$ cat config.mk
export PLATFORM = sky130hd
export DESIGN_NAME = fp_to_int_saturating_convert_core
export DESIGN_NICKNAME = d
export VERILOG_FILES = /design/src/fti_pkg.sv /design/src/fp_to_int_saturating_convert_core.sv /design/src/fti_decode.sv /design/src/fti_result.sv
export VERILOG_INCLUDE_DIRS = /design/src /design/src/src
export SDC_FILE = /design/constraint.sdc
export NUM_CORES = 1
export LEC_CHECK = 0
export ABC_CLOCK_PERIOD_IN_PS = 7500
export BUFFER_PORTS_ARGS = -buffer_cell sky130_fd_sc_hd__buf_4
export CORE_MARGIN = 4
export CORE_UTILIZATION = 40
export CTS_BUF_LIST = sky130_fd_sc_hd__clkbuf_4
export DETAILED_ROUTE_END_ITERATION = 10
export REMOVE_ABC_BUFFERS = 1
export SKIP_CTS_REPAIR_TIMING = 1
export SYNTH_ARGS = -nofsm -noshare
export SYNTH_HDL_FRONTEND = slang
export SYNTH_SLANG_ARGS = --single-unit
$ cat constraint.sdc
create_clock -name clk_i -period 7.5 [get_ports clk_i]
set_clock_uncertainty 0.2 [all_clocks]
set_input_delay 0.75 -clock clk_i [delete_from_list [all_inputs] [get_ports clk_i]]
set_output_delay 0.75 -clock clk_i [all_outputs]
set_load 0.05 [all_outputs]
$ cat src/fp_to_int_saturating_convert_core_defines.svh
// assertion macros for the float to integer converter
// used by the top level only
`ifndef FP_TO_INT_SATURATING_CONVERT_CORE_DEFINES_SVH
`define FP_TO_INT_SATURATING_CONVERT_CORE_DEFINES_SVH
`define FTI_ASSERT(lbl, clk, rstn, prop, msg) \
  lbl: assert property (@(posedge clk) disable iff (!rstn) (prop)) else $error(msg);
`define FTI_ASSERT_NORST(lbl, clk, prop, msg) \
  lbl: assert property (@(posedge clk) (prop)) else $error(msg);
`endif

$ cat src/fti_pkg.sv
// shared types and constants for the float to integer converter
// no dependencies
`default_nettype none
package fti_pkg;
  typedef enum logic [1:0] {
    OP_F_TO_I32 = 2'd0,
    OP_D_TO_I32 = 2'd1,
    OP_F_TO_I64 = 2'd2,
    OP_D_TO_I64 = 2'd3
  } fti_op_e;

  typedef struct packed {
    logic        neg;
    logic        is_nan;
    logic        sat;
    logic        zero;
    logic [63:0] mag;
  } fti_dec_t;
endpackage
`default_nettype wire

$ cat src/fp_to_int_saturating_convert_core.sv
// top level of the saturating float to integer converter
// depends on fti_pkg, fti_decode, fti_result and the defines header
`default_nettype none
`include "fp_to_int_saturating_convert_core_defines.svh"
// One conversion per word: an input register feeds one combinational decode,
// shift and saturate stage, and a result register holds the answer. A word
// moves on from the input register to the result register, and a new word is
// taken every cycle while the output side accepts; the result register and
// input register then advance together, so throughput is one word per clock.
module fp_to_int_saturating_convert_core import fti_pkg::*; (
  input  wire logic        clk_i,
  input  wire logic        rst_ni,
  input  wire logic        s_axis_tvalid_i,
  output logic             s_axis_tready_o,
  input  wire logic [71:0] s_axis_tdata_i,  // op [1:0], operand_bits [65:2], zero [71:66]
  output logic             m_axis_tvalid_o,
  input  wire logic        m_axis_tready_i,
  output logic [63:0]      m_axis_tdata_o   // result [63:0]
);
  logic        in_vld_q, out_vld_q;
  logic [1:0]  op_q;
  logic [63:0] bits_q, res_q, res_d;
  logic        adv_out, adv_in;
  fti_dec_t    dec;

  assign adv_out         = in_vld_q && (!out_vld_q || m_axis_tready_i);
  assign s_axis_tready_o = !in_vld_q || adv_out;
  assign adv_in          = s_axis_tvalid_i && s_axis_tready_o;

  always_ff @(posedge clk_i or negedge rst_ni) begin
    if (!rst_ni) begin
      in_vld_q  <= 1'b0;
      out_vld_q <= 1'b0;
    end else begin
      if (s_axis_tready_o) in_vld_q <= s_axis_tvalid_i;
      if (adv_out) out_vld_q <= 1'b1;
      else if (m_axis_tready_i) out_vld_q <= 1'b0;
    end
  end

  always_ff @(posedge clk_i) begin
    if (adv_in) begin
      op_q   <= s_axis_tdata_i[1:0];
      bits_q <= s_axis_tdata_i[65:2];
    end
    if (adv_out) res_q <= res_d;
  end

  fti_decode u_dec (.op_i(op_q), .bits_i(bits_q), .dec_o(dec));
  fti_result u_res (.wide_i(op_q[1]), .dec_i(dec), .result_o(res_d));

  assign m_axis_tvalid_o = out_vld_q;
  assign m_axis_tdata_o  = res_q;

  `FTI_ASSERT(a_out_held, clk_i, rst_ni,
    m_axis_tvalid_o && !m_axis_tready_i |=> m_axis_tvalid_o && $stable(m_axis_tdata_o),
    "stalled result changed")
  `FTI_ASSERT(a_move, clk_i, rst_ni,
    adv_out |=> m_axis_tvalid_o, "result lost")
  `FTI_ASSERT(a_i32_ext, clk_i, rst_ni,
    in_vld_q && !op_q[1] |-> res_d[63:32] == {32{res_d[31]}}, "int32 not sign extended")
endmodule
`default_nettype wire

$ cat src/fti_decode.sv
// decodes one float or double and shifts its significand to an integer magnitude
// depends on fti_pkg
`default_nettype none
module fti_decode import fti_pkg::*; (
  input  wire logic [1:0]  op_i,
  input  wire logic [63:0] bits_i,
  output fti_dec_t         dec_o
);
  logic        dbl, wide;
  logic [10:0] expf;
  logic [51:0] frac;
  logic [11:0] e;
  logic        exp_max, below;
  logic [63:0] sig;
  logic [6:0]  sh;

  always_comb begin
    dbl  = op_i[0];
    wide = op_i[1];
    if (dbl) begin
      dec_o.neg = bits_i[63];
      expf      = bits_i[62:52];
      frac      = bits_i[51:0];
      exp_max   = (expf == 11'h7ff);
      below     = (expf < 11'd1023);
      e         = {1'b0, expf} - 12'd1023;
    end else begin
      dec_o.neg = bits_i[31];
      expf      = {3'b000, bits_i[30:23]};
      frac      = {bits_i[22:0], 29'd0};
      exp_max   = (bits_i[30:23] == 8'hff);
      below     = (bits_i[30:23] < 8'd127);
      e         = {1'b0, expf} - 12'd127;
    end
    dec_o.is_nan = exp_max && (frac != 52'd0);
    dec_o.sat    = exp_max || (!below && (wide ? (e >= 12'd63) : (e >= 12'd31)));
    dec_o.zero   = below && !exp_max;
    // significand left aligned at bit 63, then shifted right by 63 - e
    sig = {1'b1, frac, 11'd0};
    sh  = 7'd63 - e[6:0];
    dec_o.mag = (dec_o.sat || dec_o.zero) ? 64'd0 : (sig >> sh);
  end
endmodule
`default_nettype wire

$ cat src/fti_result.sv
// applies sign, nan, saturation and width limits to a decoded magnitude
// depends on fti_pkg
`default_nettype none
module fti_result import fti_pkg::*; (
  input  wire logic        wide_i,
  input  fti_dec_t         dec_i,
  output logic [63:0]      result_o
);
  always_comb begin
    if (dec_i.is_nan || dec_i.zero) begin
      result_o = 64'd0;
    end else if (dec_i.sat) begin
      if (wide_i) result_o = dec_i.neg ? 64'h8000_0000_0000_0000 : 64'h7fff_ffff_ffff_ffff;
      else        result_o = dec_i.neg ? 64'hffff_ffff_8000_0000 : 64'h0000_0000_7fff_ffff;
    end else begin
      result_o = dec_i.neg ? (64'd0 - dec_i.mag) : dec_i.mag;
    end
  end
endmodule
`default_nettype wire

# Yosys cells after proc, flatten, opt, wreduce, memory -nomap -nowiden

Cells that the tools add are included.

Bits in registers: 132
Input bits: 76
Output and inout port bits: 66

Add/sub/neg operators: 4
Magnitude comparators: 4
Eq/ne operators: 2
Shift-type cells: 1
Muxes and demuxes: 14
Reduce and logical (&&, ||, !) cells: 16

Operator list:

| kind                                                  | number |
|---|---|
| two-way mux 64 bit                                    | 6 |
| right shift 64 x 7 -> 64 bit                          | 1 |
| subtractor 1 x 64 -> 64 bit (first input constant)    | 1 |
| two-way mux 52 bit                                    | 1 |
| nonzero test 52 bit                                   | 1 |
| >= comparator 12 x 5 -> 1 bit (second input constant) | 1 |
| >= comparator 12 x 6 -> 1 bit (second input constant) | 1 |
| two-way mux 12 bit                                    | 1 |
| subtractor 11 x 10 -> 12 bit (second input constant)  | 1 |
| equality test 11 bit (second input constant)          | 1 |
| < comparator 11 x 10 -> 1 bit (second input constant) | 1 |
| subtractor 8 x 7 -> 9 bit (second input constant)     | 1 |
| equality test 8 bit (second input constant)           | 1 |
| < comparator 8 x 7 -> 1 bit (second input constant)   | 1 |
| subtractor 6 x 7 -> 7 bit (first input constant)      | 1 |
| two-way mux 1 bit                                     | 6 |
| logical AND 1 bit                                     | 5 |
| logical OR 1 bit                                      | 5 |
| zero test 1 bit                                       | 4 |
| nonzero test 2 bit                                    | 1 |

# Depth between registers and ports, before layout

Depth after elaboration: 11
Depth in mapped cells: 24

# Cells and area by module

Synthesis repeated with hierarchy kept, for this count alone.

Cells, all modules: 1246
Area total of the unflattened synthesis: 11556.1 um2

By module, submodules not included:

| module                            | instances | cells each | area each (um2) | sequential area each (um2) |
|---|---|---|---|---|
| fti_decode                        | 1         | 728        | 5018.6          | 0.0 |
| fp_to_int_saturating_convert_core | 1         | 138        | 4007.6          | 3953.8 |
| fti_result                        | 1         | 380        | 2529.9          | 0.0 |

# Least setup slack after synthesis

Ideal clock, no wire load.

Path kind: flip-flop to flip-flop
From: register bits_q[24]
To: register res_q[38] (netlist: m_axis_tdata_o[38]), data pin
Data arrival time: 5176 ps
Data required time: 7039 ps
Setup slack: 1863 ps
Cell stages (with the launch flop): 23
Clock period less this slack: 5637 ps
Cells stage by stage: edfxtp_1 ha_1 buf_2 xnor2_1 mux2i_1 o2111ai_1 nor2_1 maj3_1 nor2_1 clkbuf_1 clkbuf_1 clkbuf_1 buf_1 o211ai_1 ha_1 and4_1 a41o_1 a32o_1 and3b_1 buf_2 nand3_1 nand2_1 a221o_1

Longest elaborated chain between the ends: 11
Elaborated cells on any way between the ends: 25
Those cells by class: add/sub (3); order compare (3); eq/ne (1); shift (1); mux (8); reduce/logical (9)

RTL lines:

| item                                                                                 | RTL line                                | source |
|---|---|---|
| start, declared                                                                      | fp_to_int_saturating_convert_core.sv:22 | `logic [63:0] bits_q, res_q, res_d;` |
| start signal, assigned                                                               | fp_to_int_saturating_convert_core.sv:44 | `bits_q <= s_axis_tdata_i[65:2];` |
| parallel branches: the longest is 11 deep, another holds subtractor 1 x 64 -> 64 bit | n/a                                     |  |
| end signal, assigned                                                                 | fp_to_int_saturating_convert_core.sv:46 | `if (adv_out) res_q <= res_d;` |
| end, declared                                                                        | fp_to_int_saturating_convert_core.sv:22 |  |

Parallel ways; which one is timed is not known.
A chain may end at the register's enable or synchronous reset.

# Worst setup path in the final report

From: register bits_q[23]
To: register res_q[62] (netlist: m_axis_tdata_o[62]), data pin

The elaborated chain is that of the path after synthesis.

==> summary.json <==
{
  "synthToLayoutAreaGrowth_pct": 12.3,
  "first_global_vias": 11463,
  "routed_wl_mm": 48.2,
  "top_ports": 142,
  "drt-vias-per-instance": 6.47,
  "pre_cts_ws_ns": 1.28,
  "regToRegStartpoint": "bits_q[23]",
  "wl_per_cell_um": 25.8,
  "outcome": "completed",
  "io_buffer_count": 135,
  "num-fill-cells": 2976,
  "async_reset_ff_share_pct": 1.52,
  "maximum_number_of_pins_on_one_net_before_global_route_repair": 72,
  "crit_end": "m_axis_tdata_o[62]",
  "post_dp_cell_area_um2": 13700,
  "critical_path.cell_chain": "ha_1 -> xnor2_1 -> mux2i_4 -> buf_4 -> nor3_1 -> a221oi_2 -> mux2_2 -> nand2_1 -> o21ai_0 -> o21ai_0 -> nand2_1 -> ha_1 -> and4_1 -> a41o_1 -> a32o_1 -> and3b_1 -> nand3_1 -> a21o_1 -> a221o_1",
  "stdcell_area_um2": 14000,
  "dieWidth_um": 184,
  "placement_rows": 64,
  "clockBufferDepth": 2,
  "final_wtd_congestion": 0.993,
  "tritoncts": "built",
  "htree_levels": 4,
  "dpl.hpwl_mm": 37.6,
  "drt_first_pass_iters": 5,
  "proportion_of_synthesized_chip_area_in_sequential_cells_pct": 31.8,
  "finish.net_count": 1539,
  "timing.critical_path.from_type": "flop",
  "die_area_um2": 34000,
  "synth_cells": 1366,
  "dieHeight_um": 184,
  "antenna_violations_before_repair": 2,
  "maximum_cell_stage_delay_along_the_critical_path_ns": 0.71,
  "leading_cell_type_in_the_layout_fill_and_taps_excluded": "buf_4",
  "powerDensity_nw_per_um2": 208,
  "tightestPinTransition_ns": 1.02,
  "p_comb_share_pct": 51.5,
  "critPathLaunch": "bits_q[23]",
  "final.hold.worst_slack_ns": 0.119,
  "timing.final.crit_period_ns": 6.41,
  "maxCapViolCount": 0,
  "vdd_ir_drop_max_uv": 103,
  "power_frac_clock_pct": 16.4,
  "syn-cell-area_um2": 12400,
  "remaining_antenna_violation_count_after_routing": 0,
  "r2r-end": "m_axis_tdata_o[62]",
  "total_cts_buffers": 17,
  "total_switching_power_mw": 1.33,
  "critical_path_arrival_ns": 6.57,
  "yosys_warnings": 0,
  "remaining_drc_errors": 0,
  "cts_root_buf": "clkbuf_4",
  "number_of_enable_type_register_cells_in_the_synthesized_netlist": 130,
  "drive_above_1_share_pct": 20.2,
  "critical_path.max_fanout": 25,
  "worst-r2r-cell-count": 19,
  "clock-sinks": 132,
  "grt_util_all_layers_pct": 27.7,
  "path_clk_slew_ns": 0.12,
  "cell_internal_pwr_mw": 1.57,
  "cpMaxStageDelayCell": "mux2i_4",
  "post-route-worst-setup-slack_ns": 1.09,
  "timing_limited_maximum_frequency_mhz": 156,
  "worst_skew_pair.late_latency_ns": 0.59,
  "distinct_cells_synth": 105,
  "gr-total-overflow": 0,
  "mostFrequentLayoutCells": "buf_4 (176), mux2i_1 (136), edfxtp_1 (130)",
  "p_sw_share_pct": 45.8,
  "cp_data_required_time_ns": 7.66,
  "timing.final.max_slew_violations": 0,
  "sequentialPowerShare_pct": 32.1,
  "multi_input_combinational_cell_area_um2": 7900,
  "drt_first_iter_violations": 1260,
  "detailroute.via_count": 12078,
  "final-setup-viol-count": 0,
  "min-delay-path-class": "in2reg",
  "cellLeakagePower_nw": 5.27,
  "floorplan.initialDensity_pct": 40.6,
  "seq_area_um2": 3950,
  "layout_worst_path_cycle_share_pct": 85.5,
  "timing.final.hold_violations": 0,
  "worst-path-buf-inv": 1,
  "number_of_logic_stages_on_the_critical_path_including_buffering": 19,
  "crit_family": "compound AO/OA/AOI/OAI gates",
  "core_area_um2": 30700,
  "unrepaired_setup_endpoints_after_global_routing": "false",
  "grt_pass1_wl_mm": 71.9,
  "criticalPathCategory": "reg2reg",
  "crit_path_end_kind": "flop",
  "r2r_slack_ns": 1.09,
  "synth.ff_latch_count": 132,
  "synthesized_area_per_cell_um2": 9.11,
  "relSlewSlack_pct": 30.6,
  "synth_top_flop_cell": "edfxtp_1"
}
[kinds of logic (layout without fill, tap and decap cells)]
| kind of cell | Yosys count | count (layout) | share of synthesized area (%) |
|---|---|---|---|
| buffers and inverters | 110 | 214 | 5.06 |
| muxes | 191 | 191 | 16.5 |
| adders and majority gates | 5 | 5 | 0.463 |
| other | 0 | 2 | 0 |
| AOI/OAI and AO/OA | 436 | 436 | 25.2 |
| xor gates and xnor gates | 26 | 26 | 1.89 |
| DFF | 132 | 132 | 31.8 |
| and+or+nand+nor | 466 | 466 | 19.2 |
[registers in the layout (all words and copies together) (netlist names)]
name             cells
in_vld_q             1
bits_q              64
m_axis_tdata_o      64
op_q                 2
m_axis_tvalid_o      1
[final cells by class]
type | instances | area share (%)
tap | 396 | 3.55
sequential | 132 | 28.3
clock inverter | 9 | 0.645
multi-input combinational | 1124 | 56.5
inverter | 7 | 0.188
clock buffer | 20 | 1.07
antenna | 2 | 0.0358
timing repair buffer | 178 | 9.67
[cell usage after synthesis (11+ instances only)]
| cell | count | area [µm²] |
|---|---|---|
| mux2i_1 | 139 | 1390 |
| edfxtp_1 | 130 | 3900 |
| nand2_1 | 117 | 439 |
| nor2_1 | 105 | 394 |
| a21oi_1 | 85 | 425 |
| o21ai_0 | 61 | 305 |
| nand3_1 | 53 | 265 |
| o22ai_1 | 44 | 275 |
| clkbuf_1 | 38 | 143 |
| mux2_2 | 36 | 405 |
| nor3_1 | 35 | 175 |
| a31oi_1 | 32 | 200 |
| buf_2 | 31 | 155 |
| a211oi_1 | 25 | 188 |
| nand4_1 | 23 | 144 |
| o211ai_1 | 20 | 150 |
| and2_1 | 19 | 119 |
| nor4_1 | 17 | 106 |
| xnor2_1 | 17 | 149 |
| nand2b_1 | 16 | 100 |
| buf_4 | 15 | 113 |
| and3_1 | 13 | 81.3 |
| a211o_1 | 12 | 105 |
| a21o_1 | 11 | 82.6 |
| buf_6 | 11 | 124 |
[worst reg2reg max path: stages (launching register included)]
cell	delay, ns
edfxtp_1	0.64
ha_1	0.40
xnor2_1	0.20
mux2i_4	0.71
buf_4	0.35
nor3_1	0.08
a221oi_2	0.40
mux2_2	0.46
nand2_1	0.09
o21ai_0	0.22
o21ai_0	0.13
nand2_1	0.11
ha_1	0.22
and4_1	0.19
a41o_1	0.14
a32o_1	0.37
and3b_1	0.44
nand3_1	0.29
a21o_1	0.25
a221o_1	0.30
[metal layers]
layer  track usage, %  up-vias  part of all wire [%]
met5                0        -                 0.017
met2             46.5      540                    47
li1                 -     5608                     -
met1             36.6     5824                    42
met3             3.73      104                   6.4
met4             10.4        2                   3.8
[per-stage QoR]
stage / setup TNS, ns / total power [mW] / cells / utilization [%]
final: 0 / 2.90 / 1868 / 45.6
after CTS: 0 / 2.88 / 1865 / 45.5
after detailed placement: 0 / 2.40 / 1836 / 44.7
after global placement: 0 / 2.40 / 1836 / 44.7
after global routing: 0 / 3.03 / 1868 / 45.6
after floorplan: -25.96 / 1.90 / 1263 / -
[power by group through the flow]
stage	Combinational (mW)	Sequential, mW	Clock [mW]
floorplan	0.813	1.09	0
detailed placement	1.45	0.951	0
global route	1.57	0.940	0.511
finish	1.49	0.933	0.476
global placement	1.45	0.948	0
CTS	1.46	0.934	0.484
[how the worst min path moves through the flow]
stage	startpoint	end	slack (ns)	depth (start not counted)
4_1_cts	rst_ni	m_axis_tvalid_o	-0.29	1
3_5_place_dp	in_vld_q	m_axis_tvalid_o	0.27	1
6_report	s_axis_tdata_i[36]	bits_q[34]	0.12	1
2_1_floorplan	rst_ni	in_vld_q	0.25	0
5_1_grt	s_axis_tdata_i[40]	bits_q[38]	0.09	1
3_3_place_gp	in_vld_q	m_axis_tvalid_o	0.26	1
(Power assumes the default switching activity.)
